<file path="config.mk">
export PLATFORM = sky130hd
export DESIGN_NAME = symbol_timing_slicer
export DESIGN_NICKNAME = d
export VERILOG_FILES = /design/src/sts_pkg.sv /design/src/symbol_timing_slicer.sv
export SDC_FILE = /design/constraint.sdc
export NUM_CORES = 1
export LEC_CHECK = 0
export ABC_CLOCK_PERIOD_IN_PS = 27700
export BUFFER_PORTS_ARGS = -buffer_cell sky130_fd_sc_hd__buf_2
export CAP_MARGIN = 20
export CORE_ASPECT_RATIO = 1.25
export CORE_UTILIZATION = 65
export CTS_CLUSTER_DIAMETER = 50
export DETAILED_ROUTE_END_ITERATION = 10
export GPL_ROUTABILITY_DRIVEN = 0
export PLACE_DENSITY = 0.81
export SLEW_MARGIN = 20
export SYNTH_ARGS = -nofsm -noshare
export SYNTH_HDL_FRONTEND = slang
export SYNTH_SLANG_ARGS = --single-unit
</file>
<file path="constraint.sdc">
create_clock -name aclk -period 27.7 [get_ports aclk]
set_clock_uncertainty 0.05 [all_clocks]
set_input_delay 4.155 -clock aclk [delete_from_list [all_inputs] [get_ports aclk]]
set_output_delay 4.155 -clock aclk [all_outputs]
set_load 0.01 [all_outputs]
</file>
<file path="src/sts_pkg.sv">
`timescale 1ns / 1ps
// ----------------------------------------------------------------------------
// sts_pkg
// Types, register indexes and constants shared by the symbol timing slicer.
// ----------------------------------------------------------------------------
package sts_pkg;

    localparam int MAX_SAMPLES_PER_SYMBOL = 32;

    // configuration register indexes
    localparam logic [2:0] REG_SPS        = 3'd0;
    localparam logic [2:0] REG_CENTER     = 3'd1;
    localparam logic [2:0] REG_MODULATION = 3'd2;
    localparam logic [2:0] REG_CLIP_MAX   = 3'd3;
    localparam logic [2:0] REG_CLIP_MIN   = 3'd4;
    localparam logic [2:0] REG_CENTER_LVL = 3'd5;
    localparam logic [2:0] REG_MAX_REF    = 3'd6;
    localparam logic [2:0] REG_MIN_REF    = 3'd7;

    // modulation codes
    localparam logic [1:0] MOD_C4FM = 2'd0;
    localparam logic [1:0] MOD_QPSK = 2'd1;
    localparam logic [1:0] MOD_GFSK = 2'd2;

    // timing and window rule constants
    localparam int SPS_LONG       = 20;
    localparam int SPS_SHORT      = 5;
    localparam int LONG_EARLY_LO  = 7;
    localparam int LONG_EARLY_HI  = 10;
    localparam int LONG_LATE_LO   = 11;
    localparam int LONG_LATE_HI   = 14;
    localparam int QPSK_JIT_LIMIT = 10;
    localparam int LONG_WIN_LO    = 9;
    localparam int LONG_WIN_HI    = 11;
    localparam int SHORT_WIN_IDX  = 2;
    localparam int FLIP_SAT       = 127;
    localparam int WIN_MAX        = 7;

    // window sum and divider sizing
    localparam int SUM_W     = 20;
    localparam int DIV_STEPS = 18;

    typedef struct packed {
        logic signed [15:0] sample;
        logic               sync_held;
    } sts_in_t;

    typedef struct packed {
        logic signed [15:0] symbol;
        logic [6:0]         flips;
        logic [31:0]        symbol_count;
    } sts_out_t;

    typedef enum logic [1:0] {
        ST_IDLE,
        ST_CALC,
        ST_DIV,
        ST_EMIT
    } sts_state_t;

endpackage

</file>
<file path="src/symbol_timing_slicer.sv">
`timescale 1ns / 1ps
// ----------------------------------------------------------------------------
// symbol_timing_slicer
// Groups discriminator samples into symbols with jitter-driven timing slip,
// clipping, crossing count and window averaging.
// ----------------------------------------------------------------------------
// Usage:
//   s_valid/s_ready/s_data carry one sample and the sync flag per transfer.
//   m_valid/m_ready/m_data carry one averaged symbol per finished symbol.
//   cfg_wr_en/cfg_addr/cfg_wr_data write a register; write only
//   while no symbol result is outstanding.
//   A sample is registered when taken and processed in the next cycle;
//   s_ready stays low meanwhile. The last sample of a symbol adds a
//   restoring division (one quotient bit per cycle on a shared 4-bit
//   subtractor), so m_valid rises after the division, in the same cycle
//   that s_ready returns.
//   The result sits in an output register; if the receiver stalls while a
//   new result is ready, the block holds it and keeps s_ready low until the
//   output register is free.
//   Reset (aresetn low, synchronous) restores the register defaults, clears
//   the symbol state and counters and drops m_valid.
// ----------------------------------------------------------------------------
module symbol_timing_slicer #(
    parameter int MAX_SPS = sts_pkg::MAX_SAMPLES_PER_SYMBOL
) (
    input  logic             aclk,
    input  logic             aresetn,
    input  logic             s_valid,
    output logic             s_ready,
    input  sts_pkg::sts_in_t  s_data,
    output logic             m_valid,
    input  logic             m_ready,
    output sts_pkg::sts_out_t m_data,
    input  logic             cfg_wr_en,
    input  logic [2:0]       cfg_addr,
    input  logic [15:0]      cfg_wr_data
);
    import sts_pkg::*;

    localparam int IW    = $clog2(MAX_SPS) + 1;         // signed index width
    localparam int CW    = ((IW > 7) ? IW : 7) + 2;     // compare width
    localparam int DSW   = $clog2(DIV_STEPS);
    localparam int DW    = 20;                          // 4x / 5x ref width

    // configuration
    logic [5:0]         cfg_sps_reg;
    logic [4:0]         cfg_center_reg;
    logic [1:0]         cfg_mod_reg;
    logic signed [15:0] cfg_cmax_reg, cfg_cmin_reg, cfg_clev_reg;
    logic signed [15:0] cfg_maxref_reg, cfg_minref_reg;

    // control and symbol state
    sts_state_t          state_reg, state_next;
    logic signed [IW-1:0] sample_index_reg;
    logic signed [IW-1:0] jitter_pos_reg;
    logic signed [15:0]  previous_sample_reg;
    logic signed [SUM_W-1:0] window_sum_reg;
    logic [2:0]          window_count_reg;
    logic [6:0]          flip_count_reg;
    logic [31:0]         symbols_made_reg;

    logic signed [15:0]  in_sample_reg;
    logic                in_sync_reg;

    // divider and pending result
    logic [DIV_STEPS-1:0] div_q_reg;
    logic [2:0]          div_rem_reg;
    logic [2:0]          div_den_reg;
    logic                div_neg_reg;
    logic                div_zero_reg;
    logic [DSW-1:0]      div_step_reg;
    logic [6:0]          pend_flips_reg;
    logic [31:0]         pend_count_reg;

    logic                m_valid_reg;
    sts_out_t            m_data_reg;

    // sequencer controls
    logic in_take, calc_en, div_en, out_load;

    // datapath
    logic signed [CW-1:0] sps_c, ctr_c, j_c, i0_c, i_c, i_inc;
    logic signed [1:0]    adj;
    logic signed [IW-1:0] jit_t, jit_n;
    logic signed [15:0]   s_c;
    logic signed [DW-1:0] s4, last4, hi5, lo5;
    logic                 f_a, f_b, w1, w2, add1, add2, emit;
    logic [7:0]           fsum;
    logic [6:0]           flip_n;
    logic [2:0]           cnt1, cnt_n;
    logic signed [SUM_W-1:0] sum_n, mag;
    logic [3:0]           trial;
    logic                 trial_ok;
    logic [DIV_STEPS-1:0] q_signed;

    // ------------------------------------------------------------------
    // configuration registers
    // ------------------------------------------------------------------
    always_ff @(posedge aclk) begin
        if (!aresetn) begin
            cfg_sps_reg    <= 6'd10;
            cfg_center_reg <= 5'd4;
            cfg_mod_reg    <= MOD_C4FM;
            cfg_cmax_reg   <= 16'sd15000;
            cfg_cmin_reg   <= -16'sd15000;
            cfg_clev_reg   <= 16'sd0;
            cfg_maxref_reg <= 16'sd12000;
            cfg_minref_reg <= -16'sd12000;
        end else if (cfg_wr_en) begin
            case (cfg_addr)
                REG_SPS:        cfg_sps_reg    <= cfg_wr_data[5:0];
                REG_CENTER:     cfg_center_reg <= cfg_wr_data[4:0];
                REG_MODULATION: cfg_mod_reg    <= cfg_wr_data[1:0];
                REG_CLIP_MAX:   cfg_cmax_reg   <= cfg_wr_data;
                REG_CLIP_MIN:   cfg_cmin_reg   <= cfg_wr_data;
                REG_CENTER_LVL: cfg_clev_reg   <= cfg_wr_data;
                REG_MAX_REF:    cfg_maxref_reg <= cfg_wr_data;
                REG_MIN_REF:    cfg_minref_reg <= cfg_wr_data;
                default: ;
            endcase
        end
    end

    // ------------------------------------------------------------------
    // sequencer
    // ------------------------------------------------------------------
    always_comb begin
        state_next = state_reg;
        case (state_reg)
            ST_IDLE: if (s_valid) state_next = ST_CALC;
            ST_CALC: state_next = emit ? ST_DIV : ST_IDLE;
            ST_DIV:  if (div_step_reg == '0) state_next = ST_EMIT;
            ST_EMIT: if (!m_valid_reg || m_ready) state_next = ST_IDLE;
            default: state_next = ST_IDLE;
        endcase
    end

    always_comb begin
        s_ready  = 1'b0;
        calc_en  = 1'b0;
        div_en   = 1'b0;
        out_load = 1'b0;
        case (state_reg)
            ST_IDLE: s_ready  = 1'b1;
            ST_CALC: calc_en  = 1'b1;
            ST_DIV:  div_en   = 1'b1;
            ST_EMIT: out_load = !m_valid_reg || m_ready;
            default: ;
        endcase
    end

    assign in_take = s_valid && s_ready;

    always_ff @(posedge aclk) begin
        if (!aresetn) begin
            state_reg <= ST_IDLE;
        end else begin
            state_reg <= state_next;
        end
    end

    // ------------------------------------------------------------------
    // per-sample datapath
    // ------------------------------------------------------------------
    always_comb begin
        sps_c = (CW'(cfg_sps_reg) > CW'(MAX_SPS)) ? CW'(MAX_SPS) : CW'(cfg_sps_reg);
        ctr_c = CW'(cfg_center_reg);
        j_c   = CW'(jitter_pos_reg);
        i0_c  = CW'(sample_index_reg);

        // timing slip at the start of an unsynced symbol
        adj   = 2'sd0;
        jit_t = jitter_pos_reg;
        if (i0_c == '0 && !in_sync_reg) begin
            if (sps_c == CW'(SPS_LONG)) begin
                if (j_c >= CW'(LONG_EARLY_LO) && j_c <= CW'(LONG_EARLY_HI)) begin
                    adj = -2'sd1;
                end else if (j_c >= CW'(LONG_LATE_LO) && j_c <= CW'(LONG_LATE_HI)) begin
                    adj = 2'sd1;
                end
            end else if (cfg_mod_reg == MOD_QPSK) begin
                if (j_c >= 0 && j_c < ctr_c) begin
                    adj = 2'sd1;
                end else if (j_c > ctr_c && j_c < CW'(QPSK_JIT_LIMIT)) begin
                    adj = -2'sd1;
                end
            end else if (cfg_mod_reg == MOD_GFSK) begin
                if (j_c >= ctr_c - 1 && j_c <= ctr_c) begin
                    adj = -2'sd1;
                end else if (j_c >= ctr_c + 1 && j_c <= ctr_c + 2) begin
                    adj = 2'sd1;
                end
            end else if (cfg_mod_reg == MOD_C4FM) begin
                if (j_c > 0 && j_c <= ctr_c) begin
                    adj = -2'sd1;
                end else if (j_c > ctr_c && j_c < sps_c) begin
                    adj = 2'sd1;
                end
            end
            jit_t = -IW'(1);
        end
        i_c = i0_c + CW'(adj);

        // clip while synced in C4FM
        s_c = in_sample_reg;
        if (in_sync_reg && cfg_mod_reg == MOD_C4FM) begin
            if (in_sample_reg > cfg_cmax_reg) begin
                s_c = cfg_cmax_reg;
            end else if (in_sample_reg < cfg_cmin_reg) begin
                s_c = cfg_cmin_reg;
            end
        end

        // 1.25 * ref tested as 4x against 5 * ref
        s4    = DW'(s_c) <<< 2;
        last4 = DW'(previous_sample_reg) <<< 2;
        hi5   = DW'(cfg_maxref_reg) + (DW'(cfg_maxref_reg) <<< 2);
        lo5   = DW'(cfg_minref_reg) + (DW'(cfg_minref_reg) <<< 2);

        f_a   = 1'b0;
        f_b   = 1'b0;
        jit_n = jit_t;
        if (s_c > cfg_clev_reg) begin
            f_a = previous_sample_reg < cfg_clev_reg;
            if (s4 > hi5) begin
                f_b = last4 < hi5;
                if (jit_t < 0 && cfg_mod_reg == MOD_QPSK) jit_n = IW'(i_c);
            end else if (jit_t < 0 && previous_sample_reg < cfg_clev_reg &&
                         cfg_mod_reg != MOD_QPSK) begin
                jit_n = IW'(i_c);
            end
        end else begin
            f_a = previous_sample_reg > cfg_clev_reg;
            if (s4 < lo5) begin
                f_b = last4 > lo5;
                if (jit_t < 0 && cfg_mod_reg == MOD_QPSK) jit_n = IW'(i_c);
            end else if (jit_t < 0 && previous_sample_reg > cfg_clev_reg &&
                         cfg_mod_reg != MOD_QPSK) begin
                jit_n = IW'(i_c);
            end
        end

        fsum   = {1'b0, flip_count_reg} + 8'(f_a) + 8'(f_b);
        flip_n = (fsum > 8'(FLIP_SAT)) ? 7'(FLIP_SAT) : fsum[6:0];

        // averaging window; the long-symbol and mode windows can both hit
        w1 = (sps_c == CW'(SPS_LONG)) && i_c >= CW'(LONG_WIN_LO) && i_c <= CW'(LONG_WIN_HI);
        if (sps_c == CW'(SPS_SHORT)) begin
            w2 = i_c == CW'(SHORT_WIN_IDX);
        end else if (cfg_mod_reg == MOD_C4FM) begin
            w2 = i_c >= ctr_c - 1 && i_c <= ctr_c + 2;
        end else begin
            w2 = i_c == ctr_c - 1 || i_c == ctr_c + 1;
        end
        add1  = w1 && window_count_reg < 3'(WIN_MAX);
        cnt1  = window_count_reg + 3'(add1);
        add2  = w2 && cnt1 < 3'(WIN_MAX);
        cnt_n = cnt1 + 3'(add2);
        sum_n = window_sum_reg + (add1 ? SUM_W'(s_c) : '0) + (add2 ? SUM_W'(s_c) : '0);
        mag   = sum_n[SUM_W-1] ? -sum_n : sum_n;

        i_inc = i_c + CW'(1);
        emit  = !(i_inc < sps_c);
    end

    always_ff @(posedge aclk) begin
        if (in_take) begin
            in_sample_reg <= s_data.sample;
            in_sync_reg   <= s_data.sync_held;
        end
    end

    always_ff @(posedge aclk) begin
        if (!aresetn) begin
            sample_index_reg    <= '0;
            jitter_pos_reg      <= -IW'(1);
            previous_sample_reg <= '0;
            window_sum_reg      <= '0;
            window_count_reg    <= '0;
            flip_count_reg      <= '0;
            symbols_made_reg    <= '0;
        end else if (calc_en) begin
            jitter_pos_reg      <= jit_n;
            previous_sample_reg <= s_c;
            if (emit) begin
                sample_index_reg <= '0;
                window_sum_reg   <= '0;
                window_count_reg <= '0;
                flip_count_reg   <= '0;
                symbols_made_reg <= symbols_made_reg + 32'd1;
            end else begin
                sample_index_reg <= IW'(i_inc);
                window_sum_reg   <= sum_n;
                window_count_reg <= cnt_n;
                flip_count_reg   <= flip_n;
            end
        end
    end

    // ------------------------------------------------------------------
    // shared restoring divider: one quotient bit per cycle
    // ------------------------------------------------------------------
    assign trial    = {div_rem_reg, div_q_reg[DIV_STEPS-1]};
    assign trial_ok = trial >= {1'b0, div_den_reg};

    always_ff @(posedge aclk) begin
        if (calc_en && emit) begin
            div_q_reg      <= mag[DIV_STEPS-1:0];
            div_rem_reg    <= '0;
            div_den_reg    <= cnt_n;
            div_neg_reg    <= sum_n[SUM_W-1];
            div_zero_reg   <= cnt_n == '0;
            div_step_reg   <= DSW'(DIV_STEPS - 1);
            pend_flips_reg <= flip_n;
            pend_count_reg <= symbols_made_reg + 32'd1;
        end else if (div_en) begin
            div_rem_reg  <= trial_ok ? 3'(trial - {1'b0, div_den_reg}) : trial[2:0];
            div_q_reg    <= {div_q_reg[DIV_STEPS-2:0], trial_ok};
            div_step_reg <= div_step_reg - 1'b1;
        end
    end

    assign q_signed = div_neg_reg ? (~div_q_reg + 1'b1) : div_q_reg;

    // ------------------------------------------------------------------
    // output register
    // ------------------------------------------------------------------
    always_ff @(posedge aclk) begin
        if (!aresetn) begin
            m_valid_reg <= 1'b0;
        end else if (out_load) begin
            m_valid_reg <= 1'b1;
        end else if (m_ready) begin
            m_valid_reg <= 1'b0;
        end
    end

    always_ff @(posedge aclk) begin
        if (out_load) begin
            m_data_reg.symbol       <= div_zero_reg ? 16'sd0 : q_signed[15:0];
            m_data_reg.flips        <= pend_flips_reg;
            m_data_reg.symbol_count <= pend_count_reg;
        end
    end

    assign m_valid = m_valid_reg;
    assign m_data  = m_data_reg;

    // ------------------------------------------------------------------
    // assertions
    // ------------------------------------------------------------------
    a_div_rem_bound: assert property (@(posedge aclk) disable iff (!aresetn)
        (state_reg == ST_DIV && div_den_reg != '0) |-> div_rem_reg < div_den_reg)
        else $error("divider remainder not below divisor");

    a_hold_result: assert property (@(posedge aclk) disable iff (!aresetn)
        (state_reg == ST_EMIT && m_valid_reg && !m_ready)
            |=> (state_reg == ST_EMIT && m_valid_reg))
        else $error("pending result overwrote an untaken result");

    a_jitter_range: assert property (@(posedge aclk) disable iff (!aresetn)
        !(jitter_pos_reg < -1))
        else $error("jitter position below no-edge marker");

    a_index_range: assert property (@(posedge aclk) disable iff (!aresetn)
        (sample_index_reg >= 0) && (CW'(sample_index_reg) < CW'(MAX_SPS)))
        else $error("sample index out of range");

endmodule
</file>
* Word level (Yosys, flattened, before mapping)
Cells that the tools add are included.
** Word-level totals
- Flip-flop bits (word level) :: 328
- Latch bits :: 0
- Memory bits (writable) :: 0
- Bits in read-only memories :: 0
- Output and inout port bits :: 57
- Logic and storage cells :: 203
- Memories :: 0
** Cells by class
- Add/subtract/negate cells :: 18
- $mul :: 0
- Div/mod/pow operators :: 0
- Magnitude comparators :: 34
- Equality and inequality tests :: 21
- Shifts and indexed selects :: 0
- Mux-type cells :: 53
- Bitwise logic cells :: 2
- Reductions and logical operators :: 45
** Operators by type and width (number)
- 16-bit two-way mux :: 4
- 20-bit two-way mux :: 3
- 18-bit two-way mux :: 3
- 6-bit two-way mux :: 9
- 16-bit greater-than comparator :: 3
- 20-bit adder :: 2
- 16-bit by 18-bit adder with 19-bit output :: 2
- 18-bit by 19-bit greater-than comparator with 1-bit output :: 2
- 18-bit by 19-bit < comparator with 1-bit output :: 2
- 32-bit by 1-bit adder with 32-bit output, second input constant :: 1
- 16-bit < comparator :: 2
- 2-bit two-way mux :: 14
- 1-bit logical AND :: 22
- 18-bit negation :: 1
- 2-bit AND reduction :: 9
- 16-bit by 1-bit adder with 16-bit output, second input constant :: 1
- 16-bit inverter :: 1
- 1-bit two-way mux :: 15
- 7-bit two-way mux :: 2
- 3-bit == test, second input constant :: 4
- 6-bit by 5-bit less-or-equal comparator with 1-bit output, second input constant :: 2
- 9-bit zero test :: 1
- 7-bit by 1-bit adder with 8-bit output :: 1
- 7-bit by 2-bit adder with 8-bit output, second input constant :: 1
- other kinds (51) :: 66

* Longest topological paths before layout
- Depth in word-level cells :: 24
- Depth in mapped cells :: 47
- Depth with buffers taken out :: 45

* Worst setup path before layout
OpenSTA, ideal clock, no wires.
- Kind :: register to register
- Start :: register cfg_center_reg[0]
- End :: register div_q_reg[5], data pin
- Library setup time :: 0.260 ns
- Data arrival time :: 9.504 ns
- Slack :: 17.886 ns
- Stages on the path, launching flop included :: 42
- Path through :: dfxtp_1 > inv_1 > ha_1 > ha_1 > a21o_1 > a21o_1 > a21o_1 > maj3_1 > o31a_1 > mux2i_1 > o22a_1 > a21oi_1 > and2_1 > ha_1 > a211o_1 > a21oi_2 > o221ai_2 > or3_1 > [... 6 more ...] > o21ai_1 > a31o_2 > inv_1 > nand2_1 > fa_1 > inv_1 > ha_1 > fa_1 > a211oi_1 > o21ai_0 > a2111oi_0 > o21ai_1 > a2111o_1 > and3_1 > buf_1 > o41ai_1 > o21bai_1 > o21ai_1
** Between the ends
- Cells in the longest elaborated chain, start to end :: 22
- Elaborated cells on any way between the ends :: 55
** Ends and longest elaborated chain
- from (decl) :: RTL line symbol_timing_slicer.sv:47 : logic [4:0] cfg_center_reg;
- from (signal assigned) :: RTL line symbol_timing_slicer.sv:112 : REG_CENTER: cfg_center_reg <= cfg_wr_data[4:0];
- 5-bit by 1-bit adder with 6-bit output (tied with other cells) :: RTL line symbol_timing_slicer.sv:190, symbol_timing_slicer.sv:253
- 6-bit by 7-bit greater-or-equal comparator with 1-bit output (tied with other cells) :: RTL line symbol_timing_slicer.sv:190 : end else if (j_c >= ctr_c + 1 && j_c <= ctr_c + 2) begin
- 1-bit logical AND / 1-bit two-way mux (equally long branches) :: RTL line symbol_timing_slicer.sv:190, symbol_timing_slicer.sv:196
- 1-bit two-way mux / 2-bit two-way mux (equally long branches) :: RTL line symbol_timing_slicer.sv:190, symbol_timing_slicer.sv:194
- 2-bit two-way mux (on tied branches) :: RTL line symbol_timing_slicer.sv:188, symbol_timing_slicer.sv:193
- 2-bit two-way mux :: RTL line symbol_timing_slicer.sv:187 : end else if (cfg_mod_reg == MOD_GFSK) begin
- 2-bit two-way mux :: RTL line symbol_timing_slicer.sv:181 : end else if (cfg_mod_reg == MOD_QPSK) begin
- 2-bit two-way mux :: RTL line symbol_timing_slicer.sv:175 : if (sps_c == CW'(SPS_LONG)) begin
- [... 6 more ...]
- 3-bit by 1-bit adder with 3-bit output :: RTL line symbol_timing_slicer.sv:256 : cnt1 = window_count_reg + 3'(add1);
- 3-bit < comparator :: RTL line symbol_timing_slicer.sv:257 : add2 = w2 && cnt1 < 3'(WIN_MAX);
- 1-bit logical AND :: RTL line symbol_timing_slicer.sv:257
- 20-bit two-way mux :: RTL line symbol_timing_slicer.sv:259 : sum_n = window_sum_reg + (add1 ? SUM_W'(s_c) : '0) + (add2 ? SUM_W'(s_c) : '0);
- 20-bit adder :: RTL line symbol_timing_slicer.sv:259
- 18-bit negation :: RTL line symbol_timing_slicer.sv:260 : mag = sum_n[SUM_W-1] ? -sum_n : sum_n;
- 18-bit two-way mux :: RTL line symbol_timing_slicer.sv:260
- 18-bit two-way mux * :: RTL line symbol_timing_slicer.sv:307 : if (calc_en && emit) begin
- to (signal assigned) :: RTL line symbol_timing_slicer.sv:308 : div_q_reg <= mag[DIV_STEPS-1:0];
- to (signal assigned) :: RTL line symbol_timing_slicer.sv:318 : div_q_reg <= {div_q_reg[DIV_STEPS-2:0], trial_ok};
- to (decl) :: RTL line symbol_timing_slicer.sv:66 : logic [DIV_STEPS-1:0] div_q_reg;
Every way passes the cells marked *; elsewhere a longest branch is shown, timed or not.
A chain may end at the register's enable or synchronous reset.

* Final worst setup path
- Start :: register cfg_center_reg[0]
- End :: register div_q_reg[3], data pin
Same word-level chain as after synthesis.

==> impl_results.md <==
* Status: finished, final reports clean
* Number of buffers added for setup after CTS at 0
* Peak Freq at 80.9 MHz
* Antenna violations before repair at 1
* First-pass GRT wire length at 91500 µm
* Post-synthesis to final-layout area growth at 9.54%
* Setup repair after global routing missed its margin: no
* Via count at 18716
* Worst hold endpoint: m_data[22]
* Ys Warns at 0
* Post-layout instance count excluding filler cells at 2963
* Final hold vios at 0
* Source-to-sink clock delay at the later pin of the worst-skew pair at 560 ps
* Number of nets in the synthesized netlist at 2768
* Multiplexer fraction of the synthesized cell area at 1.01%
* Power density over the cells at 61.3 nW/µm²
* Most instantiated library cell after synthesis: sky130_fd_sc_hd__nand2_1
* Number of DRC markers in iteration 0 at 1456
* Global route total overflow at 0
* Number of register bits inferred by synthesis at 328
* Flop2flop setup slack at 15340 ps
* Largest net degree at the start of global routing at 99
* Worst r2r dst: div_q_reg[3]
* Final ANT Viol Nets at 0
* Commonest cells post-synth: sky130_fd_sc_hd__nand2_1, sky130_fd_sc_hd__ha_1, sky130_fd_sc_hd__dfxtp_1
* Crit. End Element: flip-flop
* Number of violations of the max-capacitance limit at 0
* Number of top-level pins at 98
* Hold-fix buffers at CTS at 0
* Post-synthesis cell type with the largest combined area: sky130_fd_sc_hd__edfxtp_1
* Area share of the largest cell type after synthesis at 18.2%
* CTS clk-pin slew, worst paths at 60 ps
* HPWL after detailed placement at 41600 µm
* Wire length after detailed routing at 56700 µm
* H-tree depth at 2
* Transition time at the pin with the least slew margin at 1150 ps
* Effective utilization at floorplan at 65.9%
* Die area at 34800 µm²
* Number of enable flip-flop cells after synthesis at 134
* Number of buffers created by CTS at 39
* Master of the slowest instance on the critical path: sky130_fd_sc_hd__or4_1
* Max-slew violations at 0
* Wire per inst at 19.1 µm
* Setup TNS at 0 ps
* Synth async-reset ratio at 0%
* Final worst-path cycle share at 44.6%
* Predominant post-synthesis flop cell: sky130_fd_sc_hd__dfxtp_1
* # nets final at 2822
* Global-route usage over all layers at 32.4%
* Vias per Instance at 6.32
* Startpoint Class: flip-flop
* Internal cell power at 0.000980 W
* Final critical-path required period at 12360 ps
* CP Data Required Time at 27960 ps
* Critical Path Fanout Max at 24
* Seq/Total Area, Yosys at 35.7%
* Area fraction in compound gates after synthesis at 18.4%
* Worst hold path depth at 0
* Clock power share at 35.4%
* TritonCTS clock tree: done
* Cell repeated most along the worst path: sky130_fd_sc_hd__ha_1
* Number of fill cells at 2568
* Total net switching power at 0.000507 W
* Max reg flops at 55
* Cell depth of the worst flop-to-flop path at 41
* Number of gates given a new drive strength after cts at 0
* Post-synthesis cell type count at 85
* Number of standard cells after synthesis at 2454
* Die H at 208 µm
* Final number of setup-violating endpoints at 0
* Number of buffer cells added on primary ports at 97
* Clock sink count at 328
* Placed Cells at 2890
* Horizontal die dimension at 167 µm
* Simple logic cell fraction of the synthesized area at 18.8%
* LEAKAGE at 10.3 nW
* Data arrival time of the worst path at 12610 ps
* Worst-case clock buffer depth at 3
* Main combinational cell family by area after synthesis: simple AND/OR/NAND/NOR gates
* Proportion of layout cells with a drive suffix above 1 at 8.43%
* Worst vdd rail ir drop at 0.0548 mV
* DRC violations left at 0
* Root buffer cell: sky130_fd_sc_hd__clkbuf_16
* Launching point of the worst reg2reg path: cfg_center_reg[0]
* Total iterations of the first detailed-routing run at 6
* Summed instance area of the synthesized netlist at 22100 µm²
* Delay of the slowest cell on the worst path at 840 ps
* Sequential fraction of design power at 37.1%
* Syn_area_per_cell at 9.03 µm²
* Number of global-route vias before repair at 18554
* Xor/xnor share of the synthesized area at 5.50%
* Headroom to the max-slew limit at 23.6%
* Switching part of the total power at 34.1%
* Total number of placement rows at 75
* Start point of the worst hold path: pend_count_reg[22]
* Main area contributors after synthesis: sky130_fd_sc_hd__edfxtp_1, sky130_fd_sc_hd__dfxtp_1, sky130_fd_sc_hd__ha_1
* Setup CP Type: flip-flop to flip-flop
* Core footprint at 33600 µm²
* Worst min-delay path class: flip-flop to flip-flop
* Synth Area in Adders at 16.4%
* Share of power burned in combinational logic at 27.5%
[stage by stage]
step / area, µm² / utilization, % / total power, W / hold WS (ps) / setup WS, ps
2_1_floorplan: 22200 / - / 0.000845 / 350 / 17890
3_3_place_gp: 22900 / 68.2 / 0.000939 / 350 / 16160
3_5_place_dp: 22900 / 68.2 / 0.000957 / 355 / 15700
4_1_cts: 24200 / 72.2 / 0.00148 / 369 / 15590
5_1_grt: 24300 / 72.2 / 0.00156 / 369 / 14520
6_report: 24300 / 72.2 / 0.00149 / 368 / 15340
[final cells by class]
type / count / area, µm² / area share, %
multi-input combinational: 1884 / 13300 / 55.0
antenna: 1 / 2.50 / 0.0103
timing repair buffer: 112 / 604 / 2.49
clock buffer: 46 / 1030 / 4.25
clock inverter: 26 / 300 / 1.24
sequential: 328 / 7910 / 32.6
tap: 423 / 529 / 2.18
inverter: 143 / 538 / 2.22
[logic make-up (layout without fill, tap and decap cells)]
family                   Yosys count  count (layout)
adder cells (fa/ha/maj)          276             276
AND/OR/NAND/NOR                  873             873
buffers and inverters            242             327
multiplexers                      21              21
other                              0               1
AO/OA/AOI/OAI                    575             575
XOR/XNOR                         139             139
flip-flops                       328             328
[power groups by stage]
stage               clock network, W  registers, W  logic (W)
floorplan                          0      0.000553   0.000292
global placement                   0      0.000561   0.000378
detailed placement                 0      0.000562   0.000395
CTS                         0.000531      0.000551   0.000399
global route                0.000550      0.000554   0.000453
finish                      0.000526      0.000552   0.000409
[worst max path at each step]
stage / start / endpoint / slack (ps) / cells past startpoint
final: cfg_center_reg[0] / div_q_reg[3] / 15340 / 41
after global routing: cfg_center_reg[1] / div_q_reg[3] / 14520 / 44
after CTS: cfg_center_reg[0] / div_q_reg[3] / 15590 / 42
after detailed placement: cfg_center_reg[0] / div_q_reg[3] / 15700 / 40
after global placement: cfg_center_reg[0] / div_q_reg[3] / 16160 / 41
after floorplan: cfg_center_reg[0] / div_q_reg[5] / 17890 / 41
[worst max-delay path, delay by kind of cell (launching register included)]
family | cells | cell delay [ps]
adders and majority gates | 9 | 3070
muxes | 1 | 160
DFF | 1 | 470
AOI/OAI and AO/OA | 17 | 4680
and+or+nand+nor | 9 | 2860
buffers and inverters | 5 | 810
[layout by cell type, fill, tap and decap left out, types with 11 or more instances in the layout]
master / instances
sky130_fd_sc_hd__o211ai_1: 31
sky130_fd_sc_hd__fa_1: 25
sky130_fd_sc_hd__a21boi_0: 95
sky130_fd_sc_hd__a2bb2oi_1: 11
sky130_fd_sc_hd__nor2b_1: 37
sky130_fd_sc_hd__o21ai_0: 69
sky130_fd_sc_hd__xor2_1: 63
sky130_fd_sc_hd__and3_1: 26
sky130_fd_sc_hd__buf_2: 96
sky130_fd_sc_hd__clkbuf_16: 39
sky130_fd_sc_hd__a22oi_1: 17
sky130_fd_sc_hd__or3_1: 18
sky130_fd_sc_hd__o21a_1: 23
sky130_fd_sc_hd__o211a_1: 13
sky130_fd_sc_hd__nor3_1: 55
sky130_fd_sc_hd__a21o_1: 43
sky130_fd_sc_hd__nand4_1: 33
sky130_fd_sc_hd__o31ai_1: 16
sky130_fd_sc_hd__nand2_1: 321
sky130_fd_sc_hd__a31oi_1: 18
sky130_fd_sc_hd__and2_1: 34
sky130_fd_sc_hd__a211oi_1: 21
sky130_fd_sc_hd__a21oi_1: 92
sky130_fd_sc_hd__buf_4: 15
sky130_fd_sc_hd__edfxtp_1: 134
sky130_fd_sc_hd__o311ai_1: 12
sky130_fd_sc_hd__xnor2_1: 76
sky130_fd_sc_hd__nand3_1: 109
sky130_fd_sc_hd__nor3b_1: 13
sky130_fd_sc_hd__inv_1: 140
sky130_fd_sc_hd__nor2_1: 145
sky130_fd_sc_hd__nand2b_1: 28
sky130_fd_sc_hd__dfxtp_1: 194
sky130_fd_sc_hd__ha_1: 248
sky130_fd_sc_hd__o21bai_1: 15
sky130_fd_sc_hd__mux2i_1: 19
[routing by layer]
| metal | vias to the layer above | track usage, % | wire length (µm) |
|---|---|---|---|
| met4 | 0 | 21.7 | 3870 |
| met5 | - | 0 | 0 |
| met1 | 8805 | 36.6 | 21900 |
| li1 | 8966 | - | - |
| met3 | 219 | 4.43 | 3410 |
| met2 | 726 | 56.8 | 27500 |
No activity file was read; power rests on OpenSTA's default activity.
